<file path="config.mk">
export PLATFORM = sky130hd
export DESIGN_NAME = infix_to_prefix_operator_stack_flat
export DESIGN_NICKNAME = d
export VERILOG_FILES = /design/src/rtl/itp_pkg.sv /design/src/rtl/itp_in_if.sv /design/src/rtl/itp_out_if.sv /design/src/rtl/itp_cell.sv /design/src/rtl/itp_stack.sv /design/src/rtl/infix_to_prefix_operator_stack.sv /design/src/flat_wrapper.sv
export SDC_FILE = /design/constraint.sdc
export NUM_CORES = 1
export LEC_CHECK = 0
export BUFFER_PORTS_ARGS = -buffer_cell sky130_fd_sc_hd__buf_4
export CORE_MARGIN = 5
export CORE_UTILIZATION = 50
export DETAILED_ROUTE_END_ITERATION = 7
export GPL_TIMING_DRIVEN = 0
export PLACE_DENSITY = 0.68
export REMOVE_ABC_BUFFERS = 1
export SLEW_MARGIN = 20
export SYNTH_ARGS = -nofsm -noshare
export SYNTH_HDL_FRONTEND = slang
export SYNTH_HIERARCHICAL = 1
export SYNTH_SLANG_ARGS = --single-unit
</file>
<file path="constraint.sdc">
create_clock -name clk -period 9.95 [get_ports clk]
set_input_delay 0.995 -clock clk [delete_from_list [all_inputs] [get_ports clk]]
set_output_delay 0.995 -clock clk [all_outputs]
set_load 0.03 [all_outputs]
</file>
<file path="src/rtl/itp_pkg.sv">
// Package with the types, character codes and decode functions of the operator stack.
`default_nettype none
package itp_pkg;

  localparam int STACK_DEPTH = 32;
  localparam int CNT_W       = $clog2(STACK_DEPTH + 1);
  localparam int SYM_W       = 8;
  localparam int ERR_W       = 2;

  localparam logic [SYM_W-1:0] CH_RPAR  = 8'h29;
  localparam logic [SYM_W-1:0] CH_LPAR  = 8'h28;
  localparam logic [SYM_W-1:0] CH_PLUS  = 8'h2B;
  localparam logic [SYM_W-1:0] CH_MINUS = 8'h2D;
  localparam logic [SYM_W-1:0] CH_STAR  = 8'h2A;
  localparam logic [SYM_W-1:0] CH_SLASH = 8'h2F;
  localparam logic [SYM_W-1:0] CH_PCT   = 8'h25;
  localparam logic [SYM_W-1:0] CH_CARET = 8'h5E;

  localparam logic [ERR_W-1:0] ERR_NONE      = 2'd0;
  localparam logic [ERR_W-1:0] ERR_OVERFLOW  = 2'd1;
  localparam logic [ERR_W-1:0] ERR_UNMATCHED = 2'd2;

  typedef enum logic [2:0] {
    OP_RPAR = 3'd0,
    OP_ADD  = 3'd1,
    OP_SUB  = 3'd2,
    OP_MUL  = 3'd3,
    OP_DIV  = 3'd4,
    OP_MOD  = 3'd5,
    OP_POW  = 3'd6
  } op_code_t;

  typedef enum logic [2:0] {
    K_OTHER,
    K_RPAR,
    K_ADDSUB,
    K_MULDIV,
    K_POW,
    K_LPAR
  } sym_kind_t;

  typedef enum logic [1:0] {
    STK_HOLD,
    STK_PUSH,
    STK_POP
  } stk_op_t;

  // Command that the controller sends down the row of stack cells.
  typedef struct packed {
    stk_op_t  op;
    op_code_t code;
  } stk_ctl_t;

  function automatic sym_kind_t classify(input logic [SYM_W-1:0] s);
    sym_kind_t k;
    case (s) inside
      CH_RPAR:                  k = K_RPAR;
      CH_LPAR:                  k = K_LPAR;
      CH_PLUS, CH_MINUS:        k = K_ADDSUB;
      CH_STAR, CH_SLASH, CH_PCT: k = K_MULDIV;
      CH_CARET:                 k = K_POW;
      default:                  k = K_OTHER;
    endcase
    return k;
  endfunction

  function automatic op_code_t sym_to_code(input logic [SYM_W-1:0] s);
    op_code_t c;
    case (s)
      CH_RPAR:  c = OP_RPAR;
      CH_PLUS:  c = OP_ADD;
      CH_MINUS: c = OP_SUB;
      CH_STAR:  c = OP_MUL;
      CH_SLASH: c = OP_DIV;
      CH_PCT:   c = OP_MOD;
      default:  c = OP_POW;
    endcase
    return c;
  endfunction

  function automatic logic [SYM_W-1:0] code_to_char(input op_code_t c);
    logic [SYM_W-1:0] ch;
    case (c)
      OP_RPAR: ch = CH_RPAR;
      OP_ADD:  ch = CH_PLUS;
      OP_SUB:  ch = CH_MINUS;
      OP_MUL:  ch = CH_STAR;
      OP_DIV:  ch = CH_SLASH;
      OP_MOD:  ch = CH_PCT;
      OP_POW:  ch = CH_CARET;
      default: ch = '0;
    endcase
    return ch;
  endfunction

  // True when the operator on top must be popped before this symbol is handled.
  function automatic logic pop_cond(input sym_kind_t k, input op_code_t t);
    logic p;
    case (k)
      K_ADDSUB: p = (t == OP_ADD) || (t == OP_SUB) || (t == OP_MUL) ||
                    (t == OP_DIV) || (t == OP_MOD);
      K_MULDIV: p = (t == OP_MUL) || (t == OP_DIV) || (t == OP_MOD) ||
                    (t == OP_POW);
      K_POW:    p = (t == OP_POW);
      K_LPAR:   p = (t != OP_RPAR);
      default:  p = 1'b0;
    endcase
    return p;
  endfunction

endpackage
`default_nettype wire

</file>
<file path="src/rtl/itp_in_if.sv">
// Input channel: one character of the reversed infix text per transfer.
`default_nettype none
interface itp_in_if import itp_pkg::*; ();
  logic             valid;
  logic             ready;
  logic [SYM_W-1:0] symbol;
  logic             final_symbol;

  modport source (output valid, output symbol, output final_symbol, input ready);
  modport sink   (input valid, input symbol, input final_symbol, output ready);
endinterface
`default_nettype wire

</file>
<file path="src/rtl/itp_out_if.sv">
// Result channel: one emitted character or status word per transfer.
`default_nettype none
interface itp_out_if import itp_pkg::*; ();
  logic             valid;
  logic             ready;
  logic [SYM_W-1:0] out_symbol;
  logic             out_present;
  logic             run_last;
  logic             expression_end;
  logic [ERR_W-1:0] error_code;

  modport source (output valid, output out_symbol, output out_present, output run_last,
                  output expression_end, output error_code, input ready);
  modport sink   (input valid, input out_symbol, input out_present, input run_last,
                  input expression_end, input error_code, output ready);
endinterface
`default_nettype wire

</file>
<file path="src/rtl/itp_cell.sv">
// One stack cell: holds an operator code and shifts with its neighbors.
`default_nettype none
module itp_cell import itp_pkg::*; (
  input  wire logic     clk,
  input  stk_op_t       op,
  input  op_code_t      from_above,
  input  op_code_t      from_below,
  output op_code_t      value
);

  op_code_t val_r;

  always_ff @(posedge clk) begin
    case (op)
      STK_PUSH: val_r <= from_above;
      STK_POP:  val_r <= from_below;
      default:  val_r <= val_r;
    endcase
  end

  assign value = val_r;

endmodule
`default_nettype wire

</file>
<file path="src/rtl/itp_stack.sv">
// Row of stack cells; cell zero is the top of the operator stack.
`default_nettype none
module itp_stack import itp_pkg::*; (
  input  wire logic clk,
  input  stk_ctl_t  ctl,
  output op_code_t  top
);

  op_code_t vals [STACK_DEPTH];

  for (genvar i = 0; i < STACK_DEPTH; i++) begin : g_cell
    op_code_t above;
    op_code_t below;

    if (i == 0) begin : g_first
      assign above = ctl.code;
    end else begin : g_mid
      assign above = vals[i-1];
    end

    // The bottom cell takes a filler on a pop; it lies beyond the count then.
    if (i == STACK_DEPTH - 1) begin : g_last
      assign below = OP_RPAR;
    end else begin : g_inner
      assign below = vals[i+1];
    end

    itp_cell u_cell (
      .clk        (clk),
      .op         (ctl.op),
      .from_above (above),
      .from_below (below),
      .value      (vals[i])
    );
  end

  assign top = vals[0];

endmodule
`default_nettype wire

</file>
<file path="src/rtl/infix_to_prefix_operator_stack.sv">
// Steps: an item passes through POP, then also through FLUSH for the final
//   character, and DONE releases the item's last result.
// Throughput: one item at a time; the next transfer is taken once the item's
//   last result sits in the output register. Output stalls hold the controller.
// Reset: rst_n is synchronous, active low; it empties the stack and clears
//   all handshake state. The stack cells themselves are not reset.
`default_nettype none
module infix_to_prefix_operator_stack import itp_pkg::*; (
  input  wire logic clk,
  input  wire logic rst_n,
  itp_in_if.sink    in_chan,
  itp_out_if.source out_chan
);

  // The controller walks one item through these steps. POP pops one operator a
  // cycle while the precedence rule holds and the output is free; in the cycle
  // it stops it does the item's own action (push, drop of the matching ')',
  // pass-through, or an error flag). FLUSH empties the stack after the final
  // character. DONE releases the last result with run_last and status fields.
  typedef enum logic [3:0] {
    S_IDLE  = 4'b0001,
    S_POP   = 4'b0010,
    S_FLUSH = 4'b0100,
    S_DONE  = 4'b1000
  } state_t;

  state_t           state_r, state_nxt;
  logic [SYM_W-1:0] sym_r;
  sym_kind_t        kind_r;
  logic             fin_r;
  logic [ERR_W-1:0] err_r, err_nxt;
  logic [CNT_W-1:0] count_r, count_nxt;

  // Each emitted character waits in a hold register until it is known whether
  // another result of the same item follows, so that run_last can be set.
  logic             hold_valid_r, hold_valid_nxt;
  logic [SYM_W-1:0] hold_sym_r, hold_sym_nxt;

  logic             out_valid_r, out_valid_nxt;
  logic [SYM_W-1:0] out_symbol_r, out_symbol_nxt;
  logic             out_present_r, out_present_nxt;
  logic             run_last_r, run_last_nxt;
  logic             expr_end_r, expr_end_nxt;
  logic [ERR_W-1:0] err_code_r, err_code_nxt;

  stk_ctl_t         stk_ctl;
  op_code_t         top_code;
  logic             out_free;
  logic             emit;
  logic [SYM_W-1:0] emit_sym;
  logic             in_xfer;
  logic             stack_empty;
  logic             stack_full;

  itp_stack u_stack (
    .clk (clk),
    .ctl (stk_ctl),
    .top (top_code)
  );

  assign in_chan.ready = (state_r == S_IDLE);
  assign in_xfer       = in_chan.valid && in_chan.ready;
  assign out_free      = !out_valid_r || out_chan.ready;
  assign stack_empty   = (count_r == '0);
  assign stack_full    = (count_r == CNT_W'(STACK_DEPTH));

  always_comb begin
    state_nxt       = state_r;
    err_nxt         = err_r;
    count_nxt       = count_r;
    hold_valid_nxt  = hold_valid_r;
    hold_sym_nxt    = hold_sym_r;
    out_valid_nxt   = out_valid_r && !out_chan.ready;
    out_symbol_nxt  = out_symbol_r;
    out_present_nxt = out_present_r;
    run_last_nxt    = run_last_r;
    expr_end_nxt    = expr_end_r;
    err_code_nxt    = err_code_r;
    stk_ctl.op      = STK_HOLD;
    stk_ctl.code    = sym_to_code(sym_r);
    emit            = 1'b0;
    emit_sym        = code_to_char(top_code);

    unique case (state_r)
      S_IDLE: begin
        if (in_xfer) begin
          err_nxt   = ERR_NONE;
          state_nxt = S_POP;
        end
      end
      S_POP: begin
        if (out_free) begin
          if (!stack_empty && pop_cond(kind_r, top_code)) begin
            emit       = 1'b1;
            stk_ctl.op = STK_POP;
            count_nxt  = count_r - 1'b1;
          end else begin
            case (kind_r)
              K_OTHER: begin
                emit     = 1'b1;
                emit_sym = sym_r;
              end
              K_LPAR: begin
                if (!stack_empty) begin
                  // Top is the matching ')': drop it without a result.
                  stk_ctl.op = STK_POP;
                  count_nxt  = count_r - 1'b1;
                end else begin
                  err_nxt = ERR_UNMATCHED;
                end
              end
              default: begin
                if (stack_full) begin
                  err_nxt = ERR_OVERFLOW;
                end else begin
                  stk_ctl.op = STK_PUSH;
                  count_nxt  = count_r + 1'b1;
                end
              end
            endcase
            state_nxt = fin_r ? S_FLUSH : S_DONE;
          end
        end
      end
      S_FLUSH: begin
        if (out_free) begin
          if (!stack_empty) begin
            emit       = 1'b1;
            stk_ctl.op = STK_POP;
            count_nxt  = count_r - 1'b1;
          end else begin
            state_nxt = S_DONE;
          end
        end
      end
      S_DONE: begin
        if (out_free) begin
          if (hold_valid_r || fin_r || (err_r != ERR_NONE)) begin
            out_valid_nxt   = 1'b1;
            out_symbol_nxt  = hold_valid_r ? hold_sym_r : '0;
            out_present_nxt = hold_valid_r;
            run_last_nxt    = 1'b1;
            expr_end_nxt    = fin_r;
            err_code_nxt    = err_r;
          end
          hold_valid_nxt = 1'b0;
          state_nxt      = S_IDLE;
        end
      end
      default: begin
        state_nxt = S_IDLE;
      end
    endcase

    // A new character pushes the held one out as a result that is not the last.
    if (emit) begin
      if (hold_valid_r) begin
        out_valid_nxt   = 1'b1;
        out_symbol_nxt  = hold_sym_r;
        out_present_nxt = 1'b1;
        run_last_nxt    = 1'b0;
        expr_end_nxt    = 1'b0;
        err_code_nxt    = ERR_NONE;
      end
      hold_valid_nxt = 1'b1;
      hold_sym_nxt   = emit_sym;
    end
  end

  always_ff @(posedge clk) begin
    if (!rst_n) begin
      state_r      <= S_IDLE;
      count_r      <= '0;
      hold_valid_r <= 1'b0;
      out_valid_r  <= 1'b0;
      err_r        <= ERR_NONE;
    end else begin
      state_r      <= state_nxt;
      count_r      <= count_nxt;
      hold_valid_r <= hold_valid_nxt;
      out_valid_r  <= out_valid_nxt;
      err_r        <= err_nxt;
    end
  end

  always_ff @(posedge clk) begin
    if (in_xfer) begin
      sym_r  <= in_chan.symbol;
      kind_r <= classify(in_chan.symbol);
      fin_r  <= in_chan.final_symbol;
    end
    hold_sym_r    <= hold_sym_nxt;
    out_symbol_r  <= out_symbol_nxt;
    out_present_r <= out_present_nxt;
    run_last_r    <= run_last_nxt;
    expr_end_r    <= expr_end_nxt;
    err_code_r    <= err_code_nxt;
  end

  assign out_chan.valid          = out_valid_r;
  assign out_chan.out_symbol     = out_symbol_r;
  assign out_chan.out_present    = out_present_r;
  assign out_chan.run_last       = run_last_r;
  assign out_chan.expression_end = expr_end_r;
  assign out_chan.error_code     = err_code_r;

endmodule
`default_nettype wire

</file>
<file path="src/flat_wrapper.sv">
// flat-port wrapper written by rule: the top's interface ports become plain ports
module infix_to_prefix_operator_stack_flat import itp_pkg::*;
  (clk, rst_n, in_chan_valid, in_chan_symbol, in_chan_final_symbol, in_chan_ready, out_chan_valid, out_chan_out_symbol, out_chan_out_present, out_chan_run_last, out_chan_expression_end, out_chan_error_code, out_chan_ready);
  itp_in_if in_chan_i ();
  itp_out_if out_chan_i ();
  input  wire logic clk;
  input  wire logic rst_n;
  input wire logic [$bits(in_chan_i.valid)-1:0] in_chan_valid;
  input wire logic [$bits(in_chan_i.symbol)-1:0] in_chan_symbol;
  input wire logic [$bits(in_chan_i.final_symbol)-1:0] in_chan_final_symbol;
  output wire logic [$bits(in_chan_i.ready)-1:0] in_chan_ready;
  output wire logic [$bits(out_chan_i.valid)-1:0] out_chan_valid;
  output wire logic [$bits(out_chan_i.out_symbol)-1:0] out_chan_out_symbol;
  output wire logic [$bits(out_chan_i.out_present)-1:0] out_chan_out_present;
  output wire logic [$bits(out_chan_i.run_last)-1:0] out_chan_run_last;
  output wire logic [$bits(out_chan_i.expression_end)-1:0] out_chan_expression_end;
  output wire logic [$bits(out_chan_i.error_code)-1:0] out_chan_error_code;
  input wire logic [$bits(out_chan_i.ready)-1:0] out_chan_ready;
  assign in_chan_i.valid = in_chan_valid;
  assign in_chan_i.symbol = in_chan_symbol;
  assign in_chan_i.final_symbol = in_chan_final_symbol;
  assign in_chan_ready = in_chan_i.ready;
  assign out_chan_valid = out_chan_i.valid;
  assign out_chan_out_symbol = out_chan_i.out_symbol;
  assign out_chan_out_present = out_chan_i.out_present;
  assign out_chan_run_last = out_chan_i.run_last;
  assign out_chan_expression_end = out_chan_i.expression_end;
  assign out_chan_error_code = out_chan_i.error_code;
  assign out_chan_i.ready = out_chan_ready;
  infix_to_prefix_operator_stack u_core (.clk(clk), .rst_n(rst_n), .in_chan(in_chan_i), .out_chan(out_chan_i));
endmodule
</file>
==> results of run 1 <==
## worst max-delay path: cells and delay by family (launching register included)
family                   cells  cell delay, ns
adder cells (fa/ha/maj)      1            0.23
buffers and inverters        3            0.52
AO/OA/AOI/OAI                4            1.01
flip-flops                   1            0.55
multiplexers                 1            0.36
AND/OR/NAND/NOR              2            0.56
## registers in the layout (all words and copies together), names as in the netlist
signal                              count
u_core/state_r                          4
u_core/out_chan.out_present             1
u_core/kind_r                           3
u_core/out_chan.valid                   1
u_core/out_chan.out_symbol              8
u_core/out_chan.expression_end          1
u_core/hold_valid_r                     1
u_core/u_stack/g_cell.u_cell/value     96
u_core/sym_r                            8
u_core/count_r                          6
u_core/err_r                            2
u_core/out_chan.error_code              2
u_core/out_chan.run_last                1
u_core/fin_r                            1
u_core/hold_sym_r                       8
## cells by family (layout without fill, tap and decap cells)
group,Yosys count,after routing,synth area share [%]
AOI/OAI and AO/OA,85,85,8.55
xor gates and xnor gates,4,4,0.489
adders and majority gates,34,34,5.94
buffers and inverters,88,141,4.95
DFF,143,143,56.2
muxes,102,102,16.0
other,1,3,0.0524
and+or+nand+nor,107,107,7.86
## layer usage
| layer | part of all wire (%) | vias up |
|---|---|---|
| li1 | - | 2156 |
| met1 | 45 | 2184 |
| met2 | 49 | 131 |
| met4 | 1.4 | 0 |
| met3 | 5.3 | 16 |
| met5 | 0 | - |
## power breakdown
group	internal, mW	switching [mW]
registers	0.657	0.0110
logic	0.0238	0.0359
clock network	0.364	0.224
total	1.05	0.271
## final cells by class
cell class	instances	area share (%)
sequential	143	49.3
multi-input combinational	335	34.5
clock buffer	23	5.49
inverter	76	3.50
timing repair buffer	35	3.30
tap	180	2.76
clock inverter	7	1.10
## cells in the mapped netlist, types with 2 or more instances
| library cell | n |
|---|---|
| sky130_fd_sc_hd__nand3b_1 | 3 |
| sky130_fd_sc_hd__o2111ai_1 | 2 |
| sky130_fd_sc_hd__nor2_1 | 28 |
| sky130_fd_sc_hd__edfxtp_1 | 116 |
| sky130_fd_sc_hd__and2_1 | 2 |
| sky130_fd_sc_hd__a22o_1 | 10 |
| sky130_fd_sc_hd__a21boi_0 | 4 |
| sky130_fd_sc_hd__a21oi_1 | 9 |
| sky130_fd_sc_hd__nand3_1 | 4 |
| sky130_fd_sc_hd__xnor2_1 | 4 |
| sky130_fd_sc_hd__o22ai_1 | 3 |
| sky130_fd_sc_hd__a21o_1 | 4 |
| sky130_fd_sc_hd__nor3_1 | 7 |
| sky130_fd_sc_hd__nor4_1 | 7 |
| sky130_fd_sc_hd__dfxtp_1 | 27 |
| sky130_fd_sc_hd__nand2_1 | 29 |
| sky130_fd_sc_hd__a31oi_1 | 6 |
| sky130_fd_sc_hd__a211oi_1 | 2 |
| sky130_fd_sc_hd__clkbuf_1 | 2 |
| sky130_fd_sc_hd__inv_1 | 76 |
| sky130_fd_sc_hd__buf_4 | 2 |
| sky130_fd_sc_hd__a22oi_1 | 2 |
| sky130_fd_sc_hd__o21a_1 | 3 |
| sky130_fd_sc_hd__ha_1 | 34 |
| sky130_fd_sc_hd__o21ai_0 | 18 |
| sky130_fd_sc_hd__nor2b_1 | 4 |
| sky130_fd_sc_hd__nor4b_1 | 3 |
| sky130_fd_sc_hd__nand4_1 | 2 |
| sky130_fd_sc_hd__nand2b_1 | 7 |
| sky130_fd_sc_hd__o32ai_1 | 3 |
| sky130_fd_sc_hd__mux2i_1 | 5 |
| sky130_fd_sc_hd__or3_1 | 2 |
| sky130_fd_sc_hd__buf_2 | 7 |
| sky130_fd_sc_hd__mux2_2 | 97 |
## per-stage QoR
stage | power (mW) | cells
after global routing | 1.36 | 799
after global placement | 0.736 | 761
final | 1.32 | 799
after CTS | 1.33 | 799
after detailed placement | 0.739 | 769
after floorplan | 0.716 | 554
## how the worst max path moves through the flow
stage / to / slack, ns
after floorplan: u_core/u_stack/g_cell[0].u_cell/value[0] / 5.34
after global placement: u_core/u_stack/g_cell[25].u_cell/value[1] / 3.01
after detailed placement: u_core/u_stack/g_cell[24].u_cell/value[2] / 6.38
after CTS: u_core/u_stack/g_cell[24].u_cell/value[2] / 6.44
after global routing: u_core/u_stack/g_cell[24].u_cell/value[2] / 6.22
final: u_core/u_stack/g_cell[19].u_cell/value[1] / 6.44
==> impl_summary.md, run 1 <==
STA
The setup total negative slack is 0 ns. The maximum frequency from static timing analysis is 0.285 GHz. The final number of hold-violating endpoints is 0. The headroom to the max-slew limit is 40.6%. Dividing the final minimum period by the clock period gives 35.3%.

Across the routed clock network, the largest skew measured is 0.0121 ns. The tightest hold margin is 0.464 ns. Setup repair after global routing left no endpoint under its margin. The number of failing setup endpoints in the final timing report is 0. At the pin with the least slew margin, the transition time is 0.886 ns.

The final max-slew violation count came to 0. Setup slack closes at 6.44 ns. Counting I/O delays and the setup requirement, the final critical path takes 3.51 ns.

Global routing
For met3 alone, demand over resource in global routing was 3.87%. In this run the most used layer during global routing was met2. The first global-routing pass estimated 23.1 mm of wire. For met1 alone, demand over resource in global routing was 23.4%.

In the global route stage, met2 resource usage came out at 28.9%. Summed over all layers, the global routing overflow is 0. Entering global routing, the biggest net connects 17 pins.

The via count of the first global-routing pass is 4628. Across every metal layer, demand over resource in global routing totals 17.7%. The initial antenna violation count came to 0.

Synthesis
The synthesized netlist contains 64 unique library cells. Yosys mapped a number of flops with a built-in enable equal to 116. The cell count after synthesis is 564. Sorting the synthesized cells by area gives the leading types as sky130_fd_sc_hd__edfxtp_1, sky130_fd_sc_hd__mux2_2, sky130_fd_sc_hd__dfxtp_1. The cell type with the largest total area after synthesis is sky130_fd_sc_hd__edfxtp_1. A synthesized cell averages 12.7 sq um.

In this run, synthesis produced a sequential element count of 143. The fraction of the yosys area taken by sequential cells is 56.2%. In the synthesized netlist the async set-or-reset flop fraction comes to 0%.

Among all flip-flop cells after synthesis, the most frequent one is sky130_fd_sc_hd__edfxtp_1. The area share of the leading cell type in the synthesized netlist is 48.7%. The synthesized netlist occupies a cell area of 0.00716 sq mm. The Yosys warning count is 6.

Routing
The routed layout has 4487 vias. The count of TritonRoute iterations in the first routing pass is 5. The total length of routed wires is 13.9 mm. The first routing iteration left 307 violations.

In this run the remaining antenna-violating nets after routing total 0. After detailed routing, the number of vias per cell comes to 5.62. After detailed routing, the average wire length per cell comes to 17.4 um. The final routed DRC violation total is 0.

Clocking
The TritonCTS clock tree is done. The number of buffers inserted for hold repair after clock tree synthesis is 0. Clock latency on the worst-skew pair, taken at its later pin, is 0.42 ns. The clock slew at the register clock pins of the worst setup and hold paths is 0.06 ns. The maximum root-to-sink buffer count is 2. Buffers inserted during clock tree synthesis total 17. The number of clock sinks is 143. The total number of H-tree levels is 4. Buffers added to address setup during post-CTS repair amount to 0. In this run the clock root is driven by a sky130_fd_sc_hd__clkbuf_16. The post-cts sizing count is 0.

Layout
Across the whole layout, storage elements account for 0.00402 sq mm. The library cell used most frequently in the layout, excluding fill and tap cells, is sky130_fd_sc_hd__edfxtp_1. Of the cells placed in the final design, the portion with a size suffix greater than 1 is 27.3%.

The final layout net count is 655. The multi-input combinational cells in the finished layout cover a total of 0.00281 sq mm. The repair_antennas step left the layout with diodes totalling 0. Summing all non-filler instances in the final layout gives an area of 0.00816 sq mm.

The top cell types in the final layout, fill and taps aside, are sky130_fd_sc_hd__edfxtp_1, sky130_fd_sc_hd__mux2_2, sky130_fd_sc_hd__inv_1. Cells fill 58.3% of the core in the end. The area added between synthesis and finish is 13.9%. After filler insertion, the fill cell instance count of the layout stands at 1134.

Power and ir drop
The static leakage is 3.10 nW. The power per unit of standard cell area is 161 mW/mm^2. The maximum VDD drop is 0.127 mV.

Job
The number of maximum-capacitance violations is 0.

Worst setup path
The critical path in this run is classified as reg2reg. The kind of end point of the critical path is a flop. The worst register-to-register path has a depth of 11. The peak fanout along the critical path is 11.

The end of the worst register-to-register path is u_core/u_stack/g_cell[19].u_cell/value[1]. The largest incremental delay on the critical path is 0.56 ns. In this run the critical register-to-register path is launched from u_core/u_stack/g_cell[0].u_cell/value[2].

The setup slack of the worst register-to-register path is 6.44 ns. Data on the critical path arrives at its endpoint at 3.67 ns. Traced cell by cell, the critical path runs through nor4b_1 > o22ai_1 > o311a_2 > nand2_1 > o21ai_0 > a211oi_4 > buf_6 > buf_6 > buf_6 > ha_1 > mux2_2. The category of the worst setup path launch point is a flop.

The required time reported for the critical path endpoint is 10.11 ns. The critical path starts at u_core/u_stack/g_cell[0].u_cell/value[2]. The cell at the slowest stage of the critical path is sky130_fd_sc_hd__a211oi_4. The most used cell along the critical path is sky130_fd_sc_hd__buf_6.

Placement
At the end of routability-driven placement, the weighted congestion stood at 0.821. In this run the tool buffered the top-level ports with 27 buffer cells. The placed wire-length estimate after detailed placement is 10.5 mm.

The placed instances occupy a cell area of 0.00761 sq mm. The worst setup slack after placement is 6.38 ns.

Outcome
The run finished with clean final reports.

Min path
The startpoint of the lowest-slack hold path is u_core/out_chan.run_last. The worst min-delay path category is reg2reg. The worst hold path terminates at u_core/out_chan.run_last. Counting instances, the worst hold path has a depth of 2.

Die
The area of the core is 0.0140 sq mm. The number of primary I/O pins is 28. From left edge to right edge, the die measures 130 um. In this run the core area contains 43 standard-cell rows. The starting utilization of the core area is 51.2%.

The die is 130 um tall. The die covers 0.0168 sq mm.
No activity file was read; power rests on OpenSTA's default activity.
==> inputs of run 2 (changes only) <==
ABC_AREA = 1   (was unset)
clock period = 3.4 ns   (was 9.95 ns; I/O delays follow)
==> run 2 against run 1 <==
Compared with the run above:
- core utilization decreased by 0.65 points
- global-route usage fell by 0.94 points
- first-iteration DRC count fell by 9.4%
- die area up 6.4%
- combinational power grew to 18 times the previous value
- sequential power rose to 3.3 times the previous value
- sequential cell count did not move
- wire length increased by 2.9%
- synthesized cell count is 68% higher
- register-to-register slack got worse by 6.1 ns
- critical path type unchanged
- largest power group unchanged
==> impl_summary.md, run 2 <==
Min path
The worst min-delay path category is in2reg. The worst hold path terminates at u_core/fin_r. The startpoint of the lowest-slack hold path is in_chan_final_symbol. The hold path depth is 1 (-1).

Synthesis
The area fraction in compound gates after synthesis is 4.82% (-3.7 points). The Yosys warning count is 6 (unchanged). The commonest cells after synthesis are sky130_fd_sc_hd__nand2_1, sky130_fd_sc_hd__edfxtp_1, sky130_fd_sc_hd__inv_1. In the post-synthesis netlist, the cell with the most instances is sky130_fd_sc_hd__nand2_1. The share of synthesized cell area in and, or, nand and nor gates is 28.4% (+21 points). The synthesized design spends more area on one cell type than any other, namely sky130_fd_sc_hd__edfxtp_1.

The share of cell area taken by muxes after synthesis was 0.147% (-16 points). Ranked by total cell area, the synthesized netlist is headed by sky130_fd_sc_hd__edfxtp_1, sky130_fd_sc_hd__nand2_1, sky130_fd_sc_hd__dfxtp_1. The share of flip-flops with an asynchronous set or reset after synthesis is 0% (unchanged). The fraction of the yosys area taken by sequential cells is 52.5% (-3.7 points).

The cell count after synthesis came to 949 (+68%). The share of synthesized cell area in full adder, half adder and majority cells is 5.55% (-0.39 points). The total standard cell area after synthesis is 0.00766 sq mm (+7.0%). The post-synthesis cell type count is 36 (-44%). The flip-flop and latch count after synthesis was 143 (unchanged). The most used flip-flop cell after synthesis is sky130_fd_sc_hd__edfxtp_1. The post-synthesis average cell area is 8.07 sq um (-36%). The area share of the leading cell type in the synthesized netlist is 45.5% (-3.2 points). The number of synthesized flops with an enable pin is 116 (unchanged). The post-synthesis xor/xnor area fraction is 0.229% (-0.26 points).

The largest family of logic cells by synthesized area is simple AND/OR/NAND/NOR gates.

STA
The final max-slew violation count is 0 (unchanged). The final number of hold-violating endpoints is 0 (unchanged). The tightest hold margin was 0.109 ns (-0.355 ns).

The worst-case setup margin in the final layout was 0.322 ns (-6.12 ns). The clock skew came to 0.0106 ns (-0.00153 ns). The maximum frequency from static timing analysis was 0.325 GHz (+14%).

The headroom to the max-slew limit was 50.7% (+10 points). The final period utilization is 90.5% (+55 points). The number of failing setup endpoints in the final timing report is 0 (unchanged). The transition time at the pin with the least slew margin is 0.739 ns (-0.147 ns). Setup repair after global routing left no endpoint under its margin.

The post-layout minimum cycle time is 3.08 ns (-0.430 ns).

Layout
The final layout net count is 1039 (+59%). The flip-flop count of the largest register after layout is 96 (unchanged). The fraction of final layout cells with drive strength greater than 1 is 11.7% (-16 points). The area growth from synthesis to layout is 13.6%.

The library cell used most frequently in the layout, excluding fill and tap cells, is sky130_fd_sc_hd__nand2_1. The number of fill cells in the layout is 1356 (+20%). The non-filler instance count after layout was 1193 (+49%).

The library cells used most frequently in the layout, excluding fill and tap cells, are sky130_fd_sc_hd__nand2_1, sky130_fd_sc_hd__edfxtp_1, sky130_fd_sc_hd__inv_1. The final standard cell area without fillers is 0.00870 sq mm (+6.7%). The number of inserted diodes is 0 (unchanged).

Die
The area enclosed by the die boundary is 0.0179 sq mm (+6.4%). The starting utilization of the core area is 50.8% (-0.43 points). The floorplan row count was 45 (+4.7%). The overall die width is 134 um (+3.2%). The area of the core came to 0.0151 sq mm (+7.9%). The vertical extent of the die is 134 um (+3.2%). The number of primary I/O pins was 28 (unchanged).

Clocking
The number of setup buffers added after CTS came to 0 (unchanged). The number of buffers inserted for hold repair after clock tree synthesis was 0 (unchanged). The clock slew at the register clock pins of the worst setup and hold paths was 0.06 ns (about the same).

The number of clock sinks is 143 (unchanged). The total number of H-tree levels was 4 (unchanged). The root cell of the clock tree is sky130_fd_sc_hd__clkbuf_16. The number of CTS-inserted buffers is 17 (unchanged). The source-to-sink clock delay at the later pin of the worst-skew pair is 0.42 ns (about the same).

The maximum root-to-sink buffer count is 2 (unchanged). The post-cts sizing count is 0 (unchanged). TritonCTS built the clock tree.

Global routing
The pin count of the biggest net entering global routing is 23 (+6). The via count of the first global-routing pass is 5383 (+16%). The overall global routing resource usage is 16.7% (-0.94 points). The first-pass GRT wire length is 24.4 mm (+5.4%). The total congestion overflow came to 0 (unchanged). The initial antenna violation count is 0 (unchanged).

Placement
The number of I/O port buffers is 27 (unchanged). The worst setup slack after placement is 0.355 ns (-6.02 ns). The area of placed instances is 0.00813 sq mm (+6.8%). The count of placed standard cells including taps is 1161 (+51%).

The final weighted congestion in routability-driven placement is 0.868 (+5.8%). The placed wire-length estimate after detailed placement is 10.6 mm (+0.96%).

Power and ir drop
The power per unit of standard cell area was 587 mW/mm^2 (+260%). The static leakage was 4.07 nW (+31%). The maximum VDD drop is 0.350 mV (+180%).

Routing
The count of TritonRoute iterations in the first routing pass is 7 (+2). The starting DRC count in detailed routing was 278 (-9.4%). The remaining antenna violation count after routing is 0 (unchanged). The final routed DRC violation total is 0 (unchanged).

The number of vias in the routed layout is 5874 (+31%). The via-per-instance ratio is 4.92 (-12%). The total length of routed wires was 14.3 mm (+2.9%). The average wire length per cell after detail routing was 12.0 um (-31%).

Worst setup path
The count of cell instances traversed by the critical path is 13 (+2). The most used cell along the critical path is sky130_fd_sc_hd__inv_1. The largest incremental delay on the critical path was 0.51 ns (-0.05 ns).

In this run the critical register-to-register path is captured at u_core/u_stack/g_cell[10].u_cell/value[0]. The worst setup path is captured at a flop. The signal on the critical path passes through inv_1 > ha_1 > nand3_1 > nor2_4 > nand2_4 > nand2_4 > nand2_1 > nor3_2 > buf_6 > buf_6 > inv_1 > ha_1 > inv_1. The count of buffering cells on the critical path with inverters included is 5 (+2).

The category of the worst setup path launch point is a flop. The setup slack of the worst register-to-register path is 0.32 ns (-6.12 ns). The setup path with the least slack is of type reg2reg. The gate family responsible for the most delay along the worst path is simple AND/OR/NAND/NOR gates.

The peak fanout along the critical path is 12 (+1). The required time reported for the critical path endpoint came to 3.52 ns (-6.59 ns). The signal arrival time at the worst endpoint came to 3.20 ns (-0.47 ns). The cell at the slowest stage of the critical path is sky130_fd_sc_hd__nor3_2. The critical register-to-register path startpoint is u_core/count_r[0]. The length in cells of the worst reg-to-reg path was 13 (+2).

Job
The number of maximum-capacitance violations is 0 (unchanged).

Outcome
The run finished with clean final reports.
[run 2: cell type report]
type,instances,area [sq um],area share [%]
clock buffer,26,489,5.62
clock inverter,6,81.3,0.935
inverter,154,578,6.64
multi-input combinational,645,3030,34.8
sequential,143,4020,46.3
tap,188,235,2.70
timing repair buffer,31,260,2.99
[run 2: how the worst max path moves through the flow]
stage          slack (ns)              start                                   endpoint
6_report             0.32  u_core/count_r[0]  u_core/u_stack/g_cell[10].u_cell/value[0]
4_1_cts              0.33  u_core/count_r[0]  u_core/u_stack/g_cell[13].u_cell/value[0]
3_5_place_dp         0.36  u_core/count_r[0]  u_core/u_stack/g_cell[14].u_cell/value[1]
5_1_grt              0.13  u_core/count_r[0]   u_core/u_stack/g_cell[2].u_cell/value[2]
2_1_floorplan       -0.23  u_core/count_r[0]   u_core/u_stack/g_cell[0].u_cell/value[0]
3_3_place_gp        -2.07  u_core/count_r[0]  u_core/u_stack/g_cell[21].u_cell/value[1]
[run 2: metal layers]
layer	global-route usage (%)	wire [um]	vias to the layer above	share of wire [%]
met5	0	0	-	0
met4	4.63	138	0	0.97
met3	4.08	608	13	4.3
met2	26.7	6670	94	47
met1	22.9	6870	2672	48
li1	-	-	3095	-
[run 2: cells by family after synthesis]
| logic type | count (synthesis) |
|---|---|
| buffers and inverters | 163 |
| adder cells (fa/ha/maj) | 34 |
| other | 1 |
| flip-flops | 143 |
| XOR/XNOR | 2 |
| AO/OA/AOI/OAI | 68 |
| AND/OR/NAND/NOR | 537 |
| multiplexers | 1 |
[run 2: per-stage QoR]
step                util, %  TNS, ns  total power [mW]
floorplan                 -   -38.35              3.03
global placement       53.4  -387.60              3.31
detailed placement     53.9        0              3.34
CTS                    57.6        0              5.15
global route           57.7        0              5.41
finish                 57.7        0              5.11
[run 2: power by group]
part	switching (mW)	internal, mW	leakage, nW
Sequential	0.112	2.10	1.27
Combinational	0.736	0.361	2.52
Clock	0.666	1.13	0.276
==> inputs of run 3 (changes only) <==
CORE_UTILIZATION = 60   (was 50)
PLACE_DENSITY = 0.79   (was 0.68)
==> run 3 against run 2 <==
Compared with the run above:
- non-clock buffer count stayed put
- worst setup slack better by 0.061 ns
- die area is 15% lower
- maximum frequency is 2.0% higher
- cell count down 1.3%
- clock power rose by 13%
- sequential share of layout area decreased by 0.30 points
- core utilization is 12 points higher
- first-iteration DRC count increased by 63%
- combinational power barely moved
- sequential cell count unchanged
- hold slack improved by 0.0028 ns
- critical endpoint is now u_core/u_stack/g_cell[4].u_cell/value[0]
- largest cell class unchanged
- highest routed layer unchanged
==> impl_summary.md, run 3 (same netlist as run 2, synthesis figures left out) <==
Placement
The placed wire-length estimate after detailed placement was 10.6 mm (+0.14%). The number of I/O port buffers is 27 (unchanged). The final weighted congestion in routability-driven placement is 0.876 (+0.97%).

Worst setup path
The signal arrival time at the worst endpoint was 3.14 ns (-0.06 ns). The length in cells of the worst reg-to-reg path is 13 (unchanged). The gate family responsible for the most delay along the worst path is simple AND/OR/NAND/NOR gates.

The critical register-to-register path startpoint is u_core/count_r[0]. The cell at the slowest stage of the critical path is sky130_fd_sc_hd__nor3_4. The peak fanout along the critical path was 12 (unchanged). The category of the worst setup path launch point is a flop. The kind of end point of the critical path is a flop.

The largest incremental delay on the critical path is 0.39 ns (-0.12 ns). The end of the worst register-to-register path is u_core/u_stack/g_cell[4].u_cell/value[0]. The setup slack of the worst register-to-register path is 0.38 ns (+0.06 ns). The critical path in this run is classified as reg2reg.

Walking the worst path, the cells encountered are inv_1 > ha_1 > nand3_1 > nor2_4 > nand2_4 > nand2_4 > nand2_1 > nor3_4 > buf_4 > buf_6 > inv_1 > ha_1 > inv_1. The required time reported for the critical path endpoint is 3.52 ns (about the same). In this design, the critical path's most frequently occurring cell is sky130_fd_sc_hd__inv_1. The count of buffering cells on the critical path with inverters included is 5 (unchanged).

Job
The number of maximum-capacitance violations is 0 (unchanged).

Power and ir drop
The net switching power is 1.52 mW (+0.59%). The total power is 5.34 mW (+4.6%). The maximum VDD drop is 0.644 mV (+84%). The clock network fraction of total power is 38.1% (+2.8 points). The internal power component is 3.82 mW (+6.2%). The power per unit of standard cell area is 610 mW/mm^2 (+3.9%). The net switching fraction of the power is 28.5% (-1.1 points).

The register share of total power was 41.4% (-1.9 points). The combinational share of power is 20.5% (-1.0 points). The static leakage is 4.12 nW (+1.2%).

Clocking
The total number of H-tree levels was 4 (unchanged). The source-to-sink clock delay at the later pin of the worst-skew pair is 0.41 ns (about the same). The number of buffers inserted for hold repair after clock tree synthesis came to 0 (unchanged). The tree is rooted in a sky130_fd_sc_hd__clkbuf_16. The clock slew at the register clock pins of the worst setup and hold paths was 0.05 ns (about the same). The TritonCTS clock tree is done. The number of clock sinks is 143 (unchanged). The maximum root-to-sink buffer count is 2 (unchanged).

The number of CTS-inserted buffers is 17 (unchanged).

Layout
The number of inserted diodes is 0 (unchanged). The flip-flop count of the largest register after layout is 96 (unchanged). The area added between synthesis and finish is 14.3%.

The library cells used most frequently in the layout, excluding fill and tap cells, are sky130_fd_sc_hd__nand2_1, sky130_fd_sc_hd__edfxtp_1, sky130_fd_sc_hd__inv_1. The final layout net count is 1039 (unchanged). The library cell used most frequently in the layout, excluding fill and tap cells, is sky130_fd_sc_hd__nand2_1. The fraction of final layout cells with drive strength greater than 1 is 12.1% (+0.40 points).

Routing
The detailed-routing wirelength on met1 is 6.71 mm (-2.4%). The routed wire length on met2 is 7.02 mm (+5.2%). The count of TritonRoute iterations in the first routing pass is 5 (-2). The detailed router used layers up to and including met4. The routed wire length on met3 is 638 um (+4.9%). The via-per-instance ratio came to 5.06 (+2.8%). The final routed DRC violation total is 0 (unchanged).

The starting DRC count in detailed routing is 452 (+63%). The average wire length per cell after detail routing is 12.4 um (+3.5%). The number of vias in the routed layout is 5960 (+1.5%). The total length of routed wires is 14.6 mm (+2.1%).

The remaining antenna violation count after routing is 0 (unchanged).

Global routing
The initial antenna violation count was 0 (unchanged). The first-pass GRT wire length came to 24.5 mm (+0.54%). The total congestion overflow came to 0 (unchanged). The overall global routing resource usage was 20.8% (+4.1 points). The via count of the first global-routing pass came to 5540 (+2.9%). The pin count of the biggest net entering global routing is 25 (+8.7%).

STA
The post-layout minimum cycle time came to 3.02 ns (-0.0612 ns). The clock skew is 0.00486 ns (-0.00573 ns). The tightest hold margin is 0.112 ns (+0.00283 ns).

Setup repair after global routing left no endpoint under its margin. The final number of hold-violating endpoints came to 0 (unchanged). The transition time at the pin with the least slew margin is 1.10 ns (+0.356 ns). The headroom to the max-slew limit was 26.7% (-24 points). The final period utilization is 88.7% (-1.8 points). The maximum frequency from static timing analysis is 0.331 GHz (+2.0%).

The number of failing setup endpoints in the final timing report was 0 (unchanged). The final max-slew violation count is 0 (unchanged).

Min path
The hold path endpoint is u_core/fin_r. The startpoint of the lowest-slack hold path is in_chan_final_symbol. The worst min-delay path category is in2reg. The hold path depth is 1 (unchanged).

Die
The overall die width is 123 um (-8.1%). The vertical extent of the die was 123 um (-8.1%). The number of primary I/O pins is 28 (unchanged). The area of the core is 0.0126 sq mm (-17%).

The floorplan row count is 41 (-8.9%). The area enclosed by the die boundary is 0.0151 sq mm (-15%). The starting utilization of the core area is 60.9% (+10 points).

Outcome
The run finished with clean final reports.
-- run 3: changes by cell type in the layout (fill, tap and decap cells not counted), moves of 3 or more --
| cell | before | now |
|---|---|---|
| sky130_fd_sc_hd__clkinv_2 | 2 | 7 |
| sky130_fd_sc_hd__clkbuf_1 | 6 | 0 |
| sky130_fd_sc_hd__bufinv_16 | 2 | 6 |
| sky130_fd_sc_hd__clkbuf_8 | 3 | 0 |
-- run 3: repair_timing --
action,in CTS,in global routing
gates resized for setup,0,1
setup buffers,0,0
setup endpoints to repair,0,3
endpoints found under the hold margin,0,0
-- run 3: area by class of cell --
cell class,instances,area [sq um]
repair buffers,31,256
inverters,154,578
flip-flops and latches,143,4020
fillers,991,3810
clock inverters,15,223
clock buffers,17,425
well taps,172,215
multi-input cells,645,3040
-- run 3: power by group through the flow --
stage / logic (mW) / clock network, mW / registers, mW
after floorplan: 0.697 / 0 / 2.34
after global placement: 1.06 / 0 / 2.24
after detailed placement: 1.08 / 0 / 2.24
after CTS: 1.09 / 2.08 / 2.21
after global routing: 1.24 / 2.15 / 2.23
final: 1.10 / 2.04 / 2.21
-- run 3: worst max-delay path by stage --
stage | from | end | depth (start not counted) | slack (ns)
after global routing | u_core/count_r[0] | u_core/u_stack/g_cell[4].u_cell/value[0] | 13 | 0.14
after global placement | u_core/count_r[0] | u_core/u_stack/g_cell[2].u_cell/value[1] | 11 | -1.84
final | u_core/count_r[0] | u_core/u_stack/g_cell[4].u_cell/value[0] | 13 | 0.38
after detailed placement | u_core/count_r[0] | u_core/u_stack/g_cell[19].u_cell/value[0] | 13 | 0.25
after floorplan | u_core/count_r[0] | u_core/u_stack/g_cell[0].u_cell/value[0] | 11 | -0.23
after CTS | u_core/count_r[0] | u_core/u_stack/g_cell[4].u_cell/value[0] | 13 | 0.23
-- run 3: layer usage --
metal	track usage, %	vias up
met2	34.6	137
met1	26.4	2716
met5	0	-
met3	4.71	21
li1	-	3086
met4	8.51	0
-- run 3: metrics by stage --
step	util [%]	setup WS [ns]	instances	TNS [ns]	instance area, sq um
2_1_floorplan	-	-0.231	942	-38.35	7610
3_3_place_gp	63.9	-1.84	1141	-346.54	8030
3_5_place_dp	64.5	0.247	1145	0	8100
4_1_cts	69.6	0.228	1177	0	8750
5_1_grt	69.7	0.143	1177	0	8760
6_report	69.7	0.383	1177	0	8760
-- run 3: worst reg2reg max path, delay by kind of cell (launching register included) --
family / cells / cell delay [ns]
AND/OR/NAND/NOR: 6 / 1.11
buffers and inverters: 5 / 0.76
adder cells (fa/ha/maj): 2 / 0.53
flip-flops: 1 / 0.33
